===== config.mk =====
export PLATFORM = sky130hd
export DESIGN_NAME = acpt_cell
export DESIGN_NICKNAME = d
export VERILOG_FILES = /design/src/hdl/acpt_pkg.sv /design/src/hdl/acpt_cell.sv
export SDC_FILE = /design/constraint.sdc
export NUM_CORES = 1
export LEC_CHECK = 0
export ABC_AREA = 1
export BUFFER_PORTS_ARGS = -buffer_cell sky130_fd_sc_hd__buf_2
export CAP_MARGIN = 15
export CORE_UTILIZATION = 46
export DETAILED_ROUTE_END_ITERATION = 16
export HOLD_SLACK_MARGIN = 0.12
export PLACE_DENSITY_LB_ADDON = 0.08
export RECOVER_POWER = 25
export REMOVE_ABC_BUFFERS = 1
export SYNTH_ARGS = -nofsm -noshare
export SYNTH_HDL_FRONTEND = slang
export SYNTH_SLANG_ARGS = --single-unit

===== constraint.sdc =====
create_clock -name clock -period 15.1 [get_ports clock]
set_input_delay 1.51 -clock clock [delete_from_list [all_inputs] [get_ports clock]]
set_output_delay 1.51 -clock clock [all_outputs]
set_load 0.02 [all_outputs]

===== src/hdl/acpt_pkg.sv =====
// shared types and constants for the box collision push table
package acpt_pkg;

   localparam int MaxBoxes = 16;
   localparam int IdxW = 4;

   localparam logic [1:0] ACT_CREATE = 2'd0;
   localparam logic [1:0] ACT_SET    = 2'd1;
   localparam logic [1:0] ACT_MOVE   = 2'd2;
   localparam logic [1:0] ACT_QUERY  = 2'd3;

   typedef struct packed {
      logic signed [15:0] x;
      logic signed [15:0] y;
      logic [14:0]        w;
      logic [14:0]        h;
   } box_type;

   // broadcast from the controller to every cell
   typedef struct packed {
      logic              wr;
      logic [1:0]        act;
      logic [IdxW-1:0]   idx;
      logic signed [15:0] xv;
      logic signed [15:0] yv;
      logic [14:0]       w;
      logic [14:0]       h;
   } cmd_type;

   // token that walks along the chain during a query
   typedef struct packed {
      logic            vld;
      logic [IdxW-1:0] qidx;
      box_type         q;
   } tok_type;

   // result of one cell compare
   typedef struct packed {
      logic            vld;
      logic            hit;
      logic [IdxW-1:0] other;
      logic [1:0]      px;
      logic [1:0]      py;
   } res_type;

   function automatic logic signed [15:0] sat16(input logic signed [16:0] v);
      logic signed [15:0] r;
      if (v > 17'sd32767) r = 16'sh7fff;
      else if (v < -17'sd32768) r = 16'sh8000;
      else r = v[15:0];
      return r;
   endfunction

endpackage


===== src/hdl/acpt_cell.sv =====
// one table slot: holds a box, applies updates and compares a passing query token
module acpt_cell (
   input  logic                                clock,
   input  logic                                reset,
   input  logic [acpt_pkg::IdxW-1:0]           my_idx,
   input  acpt_pkg::cmd_type                   cmd,
   input  logic                                adv,
   input  acpt_pkg::tok_type                   tok_i,
   output acpt_pkg::tok_type                   tok_o,
   output acpt_pkg::res_type                   res_o,
   output acpt_pkg::box_type                   box_o,
   output logic                                valid_o
);
   acpt_pkg::box_type box_ff, box_in;
   logic signed [15:0] offx_ff, offx_in, offy_ff, offy_in;
   logic valid_ff, valid_in;
   acpt_pkg::tok_type tok_ff;
   acpt_pkg::res_type res_ff, res_in;
   logic sel;
   logic signed [16:0] qx1, qy1, ox1, oy1, ix0, ix1, iy0, iy1;
   logic signed [17:0] iw, ih;
   logic ovl;

   assign sel = cmd.wr && (cmd.idx == my_idx);

   always_comb begin
      box_in = box_ff; offx_in = offx_ff; offy_in = offy_ff; valid_in = valid_ff;
      if (sel) begin
         case (cmd.act)
            acpt_pkg::ACT_CREATE: begin
               box_in.x = cmd.xv; box_in.y = cmd.yv; box_in.w = cmd.w; box_in.h = cmd.h;
               offx_in = cmd.xv; offy_in = cmd.yv; valid_in = 1'b1;
            end
            acpt_pkg::ACT_SET: if (valid_ff) begin
               box_in.x = acpt_pkg::sat16(17'(cmd.xv) + 17'(offx_ff));
               box_in.y = acpt_pkg::sat16(17'(cmd.yv) + 17'(offy_ff));
            end
            acpt_pkg::ACT_MOVE: if (valid_ff) begin
               box_in.x = acpt_pkg::sat16(17'(box_ff.x) + 17'(cmd.xv));
               box_in.y = acpt_pkg::sat16(17'(box_ff.y) + 17'(cmd.yv));
            end
            default: ;
         endcase
      end
   end

   always_comb begin
      qx1 = 17'(tok_i.q.x) + 17'(signed'({1'b0, tok_i.q.w}));
      qy1 = 17'(tok_i.q.y) + 17'(signed'({1'b0, tok_i.q.h}));
      ox1 = 17'(box_ff.x) + 17'(signed'({1'b0, box_ff.w}));
      oy1 = 17'(box_ff.y) + 17'(signed'({1'b0, box_ff.h}));
      ix0 = (box_ff.x > tok_i.q.x) ? 17'(box_ff.x) : 17'(tok_i.q.x);
      iy0 = (box_ff.y > tok_i.q.y) ? 17'(box_ff.y) : 17'(tok_i.q.y);
      ix1 = (ox1 < qx1) ? ox1 : qx1;
      iy1 = (oy1 < qy1) ? oy1 : qy1;
      iw = 18'(ix1) - 18'(ix0);
      ih = 18'(iy1) - 18'(iy0);
      ovl = valid_ff && (tok_i.qidx != my_idx) && (box_ff.w != '0) && (box_ff.h != '0)
            && (tok_i.q.w != '0) && (tok_i.q.h != '0) && (iw >= 18'sd1) && (ih >= 18'sd1);
      res_in.vld = tok_i.vld && ovl;
      res_in.hit = 1'b1;
      res_in.other = my_idx;
      if (iw > ih) begin
         res_in.px = 2'b00;
         res_in.py = (tok_i.q.y > box_ff.y) ? 2'b01 : 2'b11;
      end else begin
         res_in.px = (tok_i.q.x > box_ff.x) ? 2'b01 : 2'b11;
         res_in.py = 2'b00;
      end
   end

   // token and compare result move only when the chain advances
   always_ff @(posedge clock) begin
      if (reset) begin
         valid_ff <= 1'b0;
         box_ff <= '0;
         offx_ff <= '0;
         offy_ff <= '0;
         tok_ff <= '0;
         res_ff <= '0;
      end else begin
         valid_ff <= valid_in;
         box_ff <= box_in;
         offx_ff <= offx_in;
         offy_ff <= offy_in;
         if (adv) begin
            tok_ff <= tok_i;
            res_ff <= res_in;
         end
      end
   end

   assign tok_o = tok_ff;
   assign res_o = res_ff;
   assign box_o = box_ff;
   assign valid_o = valid_ff;
endmodule


### Yosys cells after proc, flatten, opt, wreduce, memory -nomap -nowiden

Index checks and enable logic that the tools add are counted.

* output and inout port bits: 140
* bits of input ports: 143
* register bits after elaboration: 172
* word-level logic and storage cells: 86

* reduce and logical (&&, ||, !) cells: 17
* equal/unequal tests: 6
* muxes and demuxes: 18
* order comparisons: 17
* $add $sub $neg: 10

Operators with widths (number)
* adder 16 x 16 -> 17 bit: 8
* 2-to-1 mux 16 bit: 8
* case mux 32 bit (3 select lines): 1
* greater-than comparator 17 x 16 -> 1 bit, second input constant: 4
* < comparator 17 x 16 -> 1 bit, second input constant: 4
* 2-to-1 mux 17 bit: 4
* greater-than comparator 16 bit: 4
* 2-to-1 mux 32 bit: 2
* nonzero test 15 bit: 4
* greater-or-equal comparator 18 x 2 -> 1 bit, second input constant: 2
* subtractor 17 x 17 -> 18 bit: 2
* < comparator 17 bit: 2
* greater-than comparator 18 bit: 1
* logical AND 1 bit: 9
* equality test 4 bit: 1
* 2-to-1 mux 2 bit: 2
* 2-to-1 mux 4 bit: 1
* != test 2 bit, second input constant: 2
* != test 4 bit: 1
* AND reduction 4 bit: 1
* nonzero test 3 bit: 1
* equality test 2 x 1 -> 1 bit, second input constant: 1
* equality test 2 bit, second input constant: 1
* zero test 2 bit: 1
* AND reduction 2 bit: 1

### Depth between registers and ports, before layout

Gate-level depths: netlist (run 1).

* depth in word-level cells: 9
* mapped depth: 51
* gate-level depth less buffers: 50

### Worst setup path after synthesis (run 1)

OpenSTA, ideal clock, no wires.

* path type: input-to-reg
* from: input tok_i[0] (netlist name)
* to: register res_ff (netlist bit res_o[2])
* stages: 45
* data arrival time: 6.926 ns
* setup time: 0.115 ns
* setup slack: 8.059 ns
* required time: 14.985 ns
* path buffers: 1
* path through: ha_1 fa_1 nand3_1 nand2_1 nand4_1 nand2_1 a21oi_1 o21bai_1 nand2_1 nand2_1 a21oi_1 xnor2_1 inv_1 ha_1 nand2_1 nor2_1 a211oi_1 nand2_1 (+9 left out) nand3_1 nand2_1 nand2_1 a21oi_1 xor2_1 ha_1 nand2_1 inv_1 a221oi_1 nand2_1 inv_1 nand2_1 nand2_1 nand2_1 nand2_1 nand3_1 o21ai_0 inv_1

* longest elaborated chain between the ends: 6

Ends and longest elaborated chain
* start: declaration: RTL line acpt_cell.sv:8 `input acpt_pkg::tok_type tok_i,`
* adder 16 x 16 -> 17 bit (*): RTL line acpt_cell.sv:49 `qy1 = 17'(tok_i.q.y) + 17'(signed'({1'b0, tok_i.q.h}));`
* < comparator 17 bit: RTL line acpt_cell.sv:55 `iy1 = (oy1 < qy1) ? oy1 : qy1;`
* 2-to-1 mux 17 bit (*): RTL line acpt_cell.sv:55
* subtractor 17 x 17 -> 18 bit (*): RTL line acpt_cell.sv:57 `ih = 18'(iy1) - 18'(iy0);`
* greater-than comparator 18 bit (*): RTL line acpt_cell.sv:63 `if (iw > ih) begin`
* 2-to-1 mux 4 bit (*): RTL line acpt_cell.sv:63
* end signal: assignment: RTL line acpt_cell.sv:88 `res_ff <= res_in;`
* end: declaration: RTL line acpt_cell.sv:18 `acpt_pkg::res_type res_ff, res_in;`

Every way passes the cells marked *; elsewhere a longest branch is shown, timed or not.
A chain may end at the register's enable or synchronous reset.

### Final worst setup path (run 1)

* from: input tok_i[32] (netlist name)
* to: register res_ff (netlist bit res_o[3])

* longest elaborated chain between the ends: 6
* elaborated cells between the ends (all ways): 8
* classes of those cells: add/sub: 2; order compare: 3; mux: 3

Ends and longest elaborated chain (RTL line)
* adder 16 x 16 -> 17 bit: acpt_cell.sv:49
* < comparator 17 bit: acpt_cell.sv:55
* 2-to-1 mux 17 bit: acpt_cell.sv:55
* subtractor 17 x 17 -> 18 bit (*): acpt_cell.sv:57
* greater-than comparator 18 bit (*): acpt_cell.sv:63
* 2-to-1 mux 4 bit (*): acpt_cell.sv:63

Marks and branches as above.

==> results of run 1 <==
per-stage QoR:
step | area [sq um] | worst slack (ps) | hold slack, ps | total power, W
final | 19900 | 7060 | 469 | 0.00165
after global routing | 19900 | 6430 | 491 | 0.00177
after CTS | 20000 | 7330 | 468 | 0.00166
after detailed placement | 19400 | 6890 | 457 | 0.00116
after global placement | 19400 | 7110 | 448 | 0.00115
after floorplan | 17300 | 7910 | 459 | 0.000963
cell usage after synthesis, types with 4 or more instances:
master     number  area share (%)
ha_1          241              17
nand3_2         9            0.51
o21bai_1       15            0.64
a31oi_1         9            0.32
a211oi_1       11            0.47
nor4_1         16            0.57
a21o_1         16            0.68
o211ai_1        7            0.30
nand3_1       170             4.8
nand3b_1       29             1.2
o21ai_0       213             6.1
nor2_1        412             8.8
o2111ai_1       5            0.25
xor2_1         81             4.0
o21a_1          8            0.34
nand2_2         5            0.18
buf_6           4            0.26
o21ai_2         7            0.35
a21oi_2        11            0.55
buf_2           4            0.11
o21ai_1        26            0.74
nor2_2          5            0.18
a21oi_1       203             5.8
nor3_1         30            0.85
dfxtp_1       172              20
inv_1         252             5.4
fa_1           10             1.1
nand2_1       556              12
clkbuf_1       65             1.4
xnor2_1        41             2.0
inv_2           6            0.13
nand4_1        32             1.1
state kept, by name, summed over array words and instances (netlist names):
signal,flops
box_o,62
offx_ff,16
offy_ff,16
res_o,10
tok_o,67
valid_o,1
cells in the final DEF, fill, tap and decap left out, types with 81 or more instances in the layout:
cell type,count
buf_2,205
a21oi_1,203
nand3_1,168
inv_1,251
xor2_1,81
nand2_1,556
nor2_1,412
dfxtp_1,172
o21ai_0,213
ha_1,240
critical path: cells and delay by family:
kind                       cells  cell delay [ps]
buffers and inverters          3              260
xor gates and xnor gates       1              250
adders and majority gates      4             1380
and+or+nand+nor               25             3140
AOI/OAI and AO/OA              9             1880
report_power, final:
part | internal (W) | switching (W) | leakage [nW] | total (W)
sequential | 0.000472 | 0.0000114 | 1.41 | 0.000483
combinational | 0.000233 | 0.000440 | 8.47 | 0.000673
clock | 0.000292 | 0.000207 | 0.315 | 0.000498
worst min path at each step:
stage	end	startpoint	cells after the start	slack [ps]
floorplan	offx_ff[0]$_SDFFE_PP0P_	offx_ff[0]$_SDFFE_PP0P_	2	460
global placement	res_o[8]$_SDFFE_PP0P_	res_o[8]$_SDFFE_PP0P_	2	450
detailed placement	tok_o[66]$_SDFFE_PP0P_	tok_o[66]$_SDFFE_PP0P_	2	460
CTS	tok_o[66]$_SDFFE_PP0P_	tok_o[66]$_SDFFE_PP0P_	2	470
global route	tok_o[66]$_SDFFE_PP0P_	tok_o[66]$_SDFFE_PP0P_	2	490
finish	tok_o[66]$_SDFFE_PP0P_	tok_o[66]$_SDFFE_PP0P_	2	470
kinds of logic (layout without fill, tap and decap cells):
family | Yosys count | in the layout | share of synthesized area, %
fa+ha+maj | 251 | 251 | 18.3
flops | 172 | 172 | 19.6
simple gates | 1280 | 1280 | 30.9
xor+xnor | 123 | 123 | 6.17
compound gates | 550 | 550 | 17.6
other cells | 0 | 1 | 0
buf+inv | 336 | 581 | 7.45
layout make-up:
cell class                      count  area share, %
Tap cell                          511           3.21
Inverter                          260           4.90
Sequential cell                   172           17.3
Clock buffer                       20           2.34
Multi-Input combinational cell   2204           64.5
Clock inverter                     12          0.917
Timing Repair Buffer              289           6.84
Antenna cell                        1         0.0126
routing by layer:
metal | global-route usage [%] | wire (um) | part of all wire [%] | vias up
met5 | 0 | 13 | 0.023 | -
met1 | 41.1 | 28100 | 49 | 8669
met2 | 48.0 | 25800 | 45 | 483
li1 | - | - | - | 9547
met3 | 3.23 | 2820 | 4.9 | 43
met4 | 6.98 | 767 | 1.3 | 2
==> results.sh, run 1 <==
export IMPL_status="finished, violations left"
export IMPL_violations="capacitance limit, slew limit"
export IMPL_layout_nets=3338
export IMPL_hpwl_mm=46.3
export IMPL_crit_path_start_kind="input port"
export IMPL_clock_sink_count=172
export IMPL_grt_pass1_vias=17600
export IMPL_grt_max_degree=92
export IMPL_grt_overflow=0
export IMPL_maxSlewHeadroom_pct=-148
export IMPL_setup_tns_ps=0
export IMPL_antenna_found_initial=2
export IMPL_crit_required_ps=15500
export IMPL_die_h_um=198
export IMPL_drt_pass1_iterations=6
export IMPL_syn_to_final_growth_pct=13.3
export IMPL_die_area_sq_um=39000
export IMPL_cts_hold_fix_buffers=0
export IMPL_cts_max_level=4
export IMPL_worstMarginPinSlew_ps=3720
export IMPL_path_clk_slew_ps=70
export IMPL_ys_types=60
export IMPL_setup_viol_count_final=0
export IMPL_slowest_delay_ps=400
export IMPL_ys_async_sr_fraction_pct=0
export IMPL_vias=18700
export IMPL_cts_path_max_buffers=2
export IMPL_p_leak_nw=10.2
export IMPL_period_needed_ps=8040
export IMPL_drive_above_1_share_pct=10.4
export IMPL_antenna_left=0
export IMPL_dieWidth_um=198
export IMPL_power_density_nw_per_um2=83.1
export IMPL_cts_resized_gates=0
export IMPL_crit_type="in2reg"
export IMPL_syn_avg_cell_area_sq_um=6.49
export IMPL_r2r_start="box_o[30]$_SDFFE_PP0P_"
export IMPL_post_cts_buffers=0
export IMPL_initial_utilization_pct=46.7
export IMPL_drv_slew=92
export IMPL_hold_path_class="reg2reg"
export IMPL_ir_drop_mv=0.0975
export IMPL_routedWlPerCell_um=16.6
export IMPL_rows=71
export IMPL_cp_slowest_cell="o21ai_0"
export IMPL_synth_area_sq_um=17600
export IMPL_drc_errors=0
export IMPL_yosysWarnings=0
export IMPL_drv_cap=1
export IMPL_yosysSeqAreaShare_pct=19.6
export IMPL_grt_usage_pct=29.4
export IMPL_drtIter0Drc=1259
export IMPL_io_pins=283
export IMPL_skew_ps=7.61
export IMPL_nFillCells=4003
export IMPL_hold_viol=0
export IMPL_final_util_pct=52.9
export IMPL_synthCells=2712
export IMPL_cp_max_fo=18
export IMPL_synth_edf_count=0
export IMPL_grt_pass1_wl_mm=91.2
export IMPL_timing_rr_end="res_o[3]$_SDFFE_PP0P_"
export IMPL_synth_flop_cell="dfxtp_1"
export IMPL_root_buffer="clkbuf_16"
export IMPL_arrival_ps=8430
export IMPL_io_buffers=282
export IMPL_cts_tree="yes"
export IMPL_crit_path_end_kind="flip-flop"
export IMPL_reg2reg_slack_ps=7700
export IMPL_finalCritPeriodShare_pct=53.2
export IMPL_startpoint="tok_i[32]"
export IMPL_numCtsBuffers=17
export IMPL_crit_top_cell="nand2_1"
export IMPL_dp_cells=3436
export IMPL_clock_latency_ps=470
export IMPL_r2r_cells=42
export IMPL_gp_congestion=0.930
export IMPL_fmax_mhz=124
export IMPL_multi_input_area_sq_um=12800
export IMPL_coreArea_sq_um=37700
export IMPL_worstSetupEndpoint="res_o[3]$_SDFFE_PP0P_"
export IMPL_instances_no_fill=3469
export IMPL_ys_seq_elements=172
export IMPL_regArea_sq_um=3440
export IMPL_vias_per_cell=5.40
export IMPL_wirelength_mm=57.5
export IMPL_rsz0062_at_grt="no"
(Power assumes the default switching activity.)
==> inputs of run 2 (changes only) <==
==> constraint.sdc (replaced) <==
create_clock -name clock -period 7.56 [get_ports clock]
set_input_delay 0.756 -clock clock [delete_from_list [all_inputs] [get_ports clock]]
set_output_delay 0.756 -clock clock [all_outputs]
set_load 0.02 [all_outputs]
==> run 2 against run 1 <==
  * The run now ends clean
  * Sequential share of layout area down 0.050 points
  * Utilization up 0.19 points
  * Clock-buffer cell count up 1
  * Non-clock buffer count up 10
  * Flip-flop and latch count unchanged
  * Final cell count up 0.26%
  * Final area up 0.36%
  * Largest cell class unchanged
  * Largest power group unchanged
  * Highest routed layer unchanged
==> results.sh, run 2 (synthesized netlist as in run 1, its figures left out) <==
export IMPL_p_leak_nw=10.2
export IMPL_cp_slowest_cell="dfxtp_1"
export IMPL_reg2reg_slack_ps=670
export IMPL_grt_usage_pct=29.3
export IMPL_status="finished, final reports clean"
export IMPL_rows=71
export IMPL_power_switching_w=0.00130
export IMPL_hold_path_class="reg2reg"
export IMPL_setup_tns_ps=0
export IMPL_p_seq_share_pct=29.6
export IMPL_hold_viol=0
export IMPL_crit_path_start_kind="flip-flop"
export IMPL_vias_per_cell=5.39
export IMPL_drv_cap=0
export IMPL_crit_top_cell="nand2_1"
export IMPL_layout_commonest_cell="nand2_1"
export IMPL_regArea_sq_um=3450
export IMPL_final_cell_mix="nand2_1, nor2_1, inv_1, ha_1, o21ai_0"
export IMPL_io_buffers=282
export IMPL_clkPwrFrac_pct=29.4
export IMPL_cts_hold_fix_buffers=0
export IMPL_rsz0062_at_grt="no"
export IMPL_fmax_mhz=145
export IMPL_period_needed_ps=6890
export IMPL_finalCritPeriodShare_pct=91.1
export IMPL_layout_nets=3348
export IMPL_cp_max_fo=14
export IMPL_skew_ps=10.7
export IMPL_drtIter0Drc=1129
export IMPL_grt_pass1_wl_mm=90.6
export IMPL_coreArea_sq_um=37700
export IMPL_io_pins=283
export IMPL_cts_path_max_buffers=2
export IMPL_cts_max_level=4
export IMPL_drc_errors=0
export IMPL_routedWlPerCell_um=16.5
export IMPL_multi_input_area_sq_um=12900
export IMPL_slowest_delay_ps=470
export IMPL_grt_max_degree=95
export IMPL_crit_type="reg2reg"
export IMPL_cts_tree="yes"
export IMPL_dieWidth_um=198
export IMPL_drv_slew=0
export IMPL_syn_to_final_growth_pct=13.7
export IMPL_ir_drop_mv=0.182
export IMPL_root_buffer="clkbuf_16"
export IMPL_p_int_w=0.00196
export IMPL_hpwl_mm=46.4
export IMPL_antenna_left=0
export IMPL_crit_path_end_kind="flip-flop"
export IMPL_cts_resized_gates=0
export IMPL_power_density_nw_per_um2=163
export IMPL_p_sw_share_pct=39.9
export IMPL_drt_pass1_iterations=7
export IMPL_antenna_found_initial=1
export IMPL_path_clk_slew_ps=70
export IMPL_grt_overflow=0
export IMPL_nFillCells=3996
export IMPL_maxSlewHeadroom_pct=38.8
export IMPL_wirelength_mm=57.4
export IMPL_vias=18700
export IMPL_holdWs_ps=467
export IMPL_largest_register_ffs=67
export IMPL_worstMarginPinSlew_ps=913
export IMPL_initial_utilization_pct=46.7
export IMPL_setup_viol_count_final=0
export IMPL_arrival_ps=7280
export IMPL_combPwrFrac_pct=40.9
export IMPL_die_h_um=198
export IMPL_crit_required_ps=7950
export IMPL_gp_congestion=0.944
export IMPL_clock_sink_count=172
export IMPL_total_power_w=0.00326
export IMPL_die_area_sq_um=39000
export IMPL_clock_latency_ps=470
export IMPL_numCtsBuffers=17
export IMPL_post_cts_buffers=0
export IMPL_antenna_cells=0
export IMPL_drive_above_1_share_pct=10.8
export IMPL_grt_pass1_vias=17500
-- run 2: stage by stage --
step	instance area, sq um	setup WS [ps]	util, %	cells
detailed placement	19400	321	51.6	3446
finish	20000	672	53.1	3478
floorplan	17300	1120	-	2636
CTS	20100	681	53.3	3478
global route	20000	36.8	53.1	3478
global placement	19400	573	51.6	3446
-- run 2: cell type report --
class,instances,area share (%)
tap,511,3.20
sequential,172,17.2
timing repair buffer,299,7.21
clock buffer,21,2.35
multi-input combinational,2204,64.3
inverter,260,4.89
clock inverter,11,0.782
-- run 2: power groups by stage --
stage	logic (W)	clock network [W]	registers (W)
finish	0.00133	0.000959	0.000966
global placement	0.00131	0	0.000984
detailed placement	0.00132	0	0.000985
CTS	0.00133	0.000981	0.000965
global route	0.00151	0.00102	0.000970
floorplan	0.000900	0	0.00102
-- run 2: final timing paths --
| path | start | end | depth (start not counted) |
|---|---|---|---|
| max reg2reg | box_o[0]$_SDFFE_PP0P_ | res_o[3]$_SDFFE_PP0P_ | 41 |
| max | box_o[0]$_SDFFE_PP0P_ | res_o[3]$_SDFFE_PP0P_ | 41 |
| min reg2reg | res_o[3]$_SDFFE_PP0P_ | res_o[3]$_SDFFE_PP0P_ | 2 |
| min | res_o[3]$_SDFFE_PP0P_ | res_o[3]$_SDFFE_PP0P_ | 2 |
-- run 2: worst max-delay path: cells and delay by family, from the launching register on --
family,cells,cell delay [ps]
compound gates,6,880
flops,1,470
xor+xnor,2,570
simple gates,24,2770
fa+ha+maj,6,1690
buf+inv,3,430
-- run 2: metal layers --
layer	vias up	GRT usage (%)	share of wire, %
met5	-	0	0.019
met4	2	8.15	1.9
met3	56	4.83	5.6
met2	469	47.1	44
met1	8644	40.2	48
li1	9575	-	-
==> inputs of run 3 (changes only) <==
--- a/config.mk
+++ b/config.mk
@@ -10,6 +10,7 @@
 export CAP_MARGIN = 15
 export CORE_UTILIZATION = 46
 export DETAILED_ROUTE_END_ITERATION = 16
+export GPL_TIMING_DRIVEN = 0
 export HOLD_SLACK_MARGIN = 0.12
 export PLACE_DENSITY_LB_ADDON = 0.08
 export RECOVER_POWER = 25
==> run 3 against run 2 <==
  * Die area unchanged
  * Sequential power about the same
  * Routed wire length fell by 1.0%
  * Final area is 0.44% higher
  * First-iteration DRC count is 11% lower
  * Largest cell class unchanged
  * Critical path depth up 4
  * Register-to-register slack worse by 20 ps
  * Setup slack got worse by 16 ps
  * Clock power is 0.8% lower
  * Maximum frequency is 0.23% lower
  * Global-route usage shrank 0.35 points
==> results.sh, run 3 (synthesized netlist as in run 1, its figures left out) <==
export IMPL_path_depth=45
export IMPL_vias=18600
export IMPL_slowest_delay_ps=410
export IMPL_fmax_mhz=145
export IMPL_worstMarginPinSlew_ps=1090
export IMPL_period_needed_ps=6900
export IMPL_io_buffers=282
export IMPL_root_buffer="clkbuf_16"
export IMPL_power_switching_w=0.00129
export IMPL_cp_slowest_cell="o21ai_0"
export IMPL_crit_type="in2reg"
export IMPL_syn_to_final_growth_pct=14.2
export IMPL_timing_rr_end="res_o[3]$_SDFFE_PP0P_"
export IMPL_r2r_cells=45
export IMPL_die_h_um=198
export IMPL_antenna_left=0
export IMPL_routedWlPerCell_um=16.4
export IMPL_crit_path_end_kind="flip-flop"
export IMPL_skew_ps=12.3
export IMPL_path_buf_inv=6
export IMPL_final_cell_mix="nand2_1, nor2_1, inv_1, ha_1, o21ai_0"
export IMPL_hpwl_mm=46.4
export IMPL_crit_path_start_kind="input port"
export IMPL_io_pins=283
export IMPL_crit_top_cell="nand2_1"
export IMPL_wirelength_mm=56.8
export IMPL_final_util_pct=53.3
export IMPL_holdPathEnd="tok_o[66]$_SDFFE_PP0P_"
export IMPL_rows=71
export IMPL_clock_latency_ps=480
export IMPL_antenna_found_initial=3
export IMPL_gp_congestion=0.917
export IMPL_grt_max_degree=90
export IMPL_grt_overflow=0
export IMPL_setup_viol_count_final=0
export IMPL_p_sw_share_pct=39.4
export IMPL_layout_nets=3339
export IMPL_p_leak_nw=10.3
export IMPL_reg2reg_slack_ps=660
export IMPL_crit_required_ps=7870
export IMPL_numCtsBuffers=17
export IMPL_drive_above_1_share_pct=10.8
export IMPL_cp_max_fo=16
export IMPL_path_clk_slew_ps=60
export IMPL_dieWidth_um=198
export IMPL_combPwrFrac_pct=41.3
export IMPL_p_int_w=0.00198
export IMPL_hold_path_class="reg2reg"
export IMPL_clkPwrFrac_pct=29.1
export IMPL_cts_path_max_buffers=2
export IMPL_drtIter0Drc=1000
export IMPL_p_seq_share_pct=29.6
export IMPL_hp_start="tok_o[66]$_SDFFE_PP0P_"
export IMPL_cts_max_level=4
export IMPL_status="finished, final reports clean"
export IMPL_nFillCells=4022
export IMPL_rsz0062_at_grt="no"
export IMPL_power_density_nw_per_um2=163
export IMPL_regArea_sq_um=3450
export IMPL_arrival_ps=7210
export IMPL_drv_slew=0
export IMPL_finalCritPeriodShare_pct=91.3
export IMPL_drt_pass1_iterations=5
export IMPL_total_power_w=0.00327
export IMPL_crit_family="simple AND/OR/NAND/NOR gates"
export IMPL_multi_input_area_sq_um=12900
export IMPL_grt_pass1_wl_mm=89.6
export IMPL_ir_drop_mv=0.202
export IMPL_drv_cap=0
export IMPL_hold_depth=2
export IMPL_initial_utilization_pct=46.7
export IMPL_coreArea_sq_um=37700
export IMPL_vias_per_cell=5.36
export IMPL_grt_usage_pct=29.0
export IMPL_r2r_start="box_o[30]$_SDFFE_PP0P_"
export IMPL_maxSlewHeadroom_pct=27.3
export IMPL_hold_viol=0
export IMPL_clock_sink_count=172
export IMPL_layout_commonest_cell="nand2_1"
export IMPL_cts_tree="yes"
export IMPL_grt_pass1_vias=17300
export IMPL_die_area_sq_um=39000
export IMPL_drc_errors=0
export IMPL_largest_register_ffs=67
## run 3: cell count changes in the layout (fill, tap and decap cells not counted), moves of 2 or more
cell	delta
a21oi_1	-3
a21oi_2	+3
buf_12	+5
buf_16	+2
buf_4	-17
clkbuf_8	-2
clkinv_4	-2
dfxtp_1	-2
dfxtp_2	+2
o21ai_0	-2
o21ai_1	+2
## run 3: layout make-up
type                       instances  share of cell area (%)
multi-input combinational       2204                    64.3
sequential                       172                    17.2
timing repair buffer             290                    7.38
inverter                         260                    4.88
tap                              511                    3.18
clock buffer                      20                    2.22
clock inverter                    10                   0.816
antenna                            1                  0.0125
## run 3: worst max-delay path by stage
stage,start,to
global placement,tok_i[32],res_o[3]$_SDFFE_PP0P_
global route,box_o[30]$_SDFFE_PP0P_,res_o[3]$_SDFFE_PP0P_
finish,tok_i[32],res_o[3]$_SDFFE_PP0P_
CTS,box_o[32]$_SDFFE_PP0P_,res_o[2]$_SDFFE_PP0P_
detailed placement,tok_i[0],res_o[2]$_SDFFE_PP0P_
floorplan,tok_i[0],res_o[2]$_SDFFE_PP0P_
## run 3: tightest hold or removal path, delay by kind of cell (launching register included)
family             cells  cell delay [ps]
DFF                    1              310
AOI/OAI and AO/OA      1               50
and+or+nand+nor        1               60
## run 3: timing repair
action | in CTS | in global routing
endpoints found under the setup margin | 1 | 4
resized for setup | 1 | 20
hold buffers | 0 | 0
buffers inserted | 0 | 1
pin swaps | 0 | 4
## run 3: through the flow
stage                     hold slack (ps)  TNS, ps  cell area [sq um]  setup WS [ps]  std cells
after floorplan                       459        0              17300           1120       2636
after global placement                448     -251              19300           -120       3429
after detailed placement              449     -824              19500           -272       3436
after CTS                             464        0              20100           83.1       3466
after global routing                  484        0              20100           17.5       3467
final                                 465        0              20100            656       3468
## run 3: power by group through the flow
stage          logic [W]  registers, W  clock network, W
3_5_place_dp     0.00132      0.000984                 0
2_1_floorplan   0.000900       0.00102                 0
4_1_cts          0.00133      0.000964          0.000973
3_3_place_gp     0.00130      0.000983                 0
5_1_grt          0.00153      0.000969           0.00101
6_report         0.00135      0.000965          0.000951
## run 3: routing by layer
layer / GRT usage, % / wire, um / up-vias
met1: 40.8 / 27900 / 8552
met4: 7.87 / 911 / 2
met5: 0 / 13 / -
li1: - / - / 9558
met3: 3.21 / 2630 / 45
met2: 46.6 / 25400 / 433
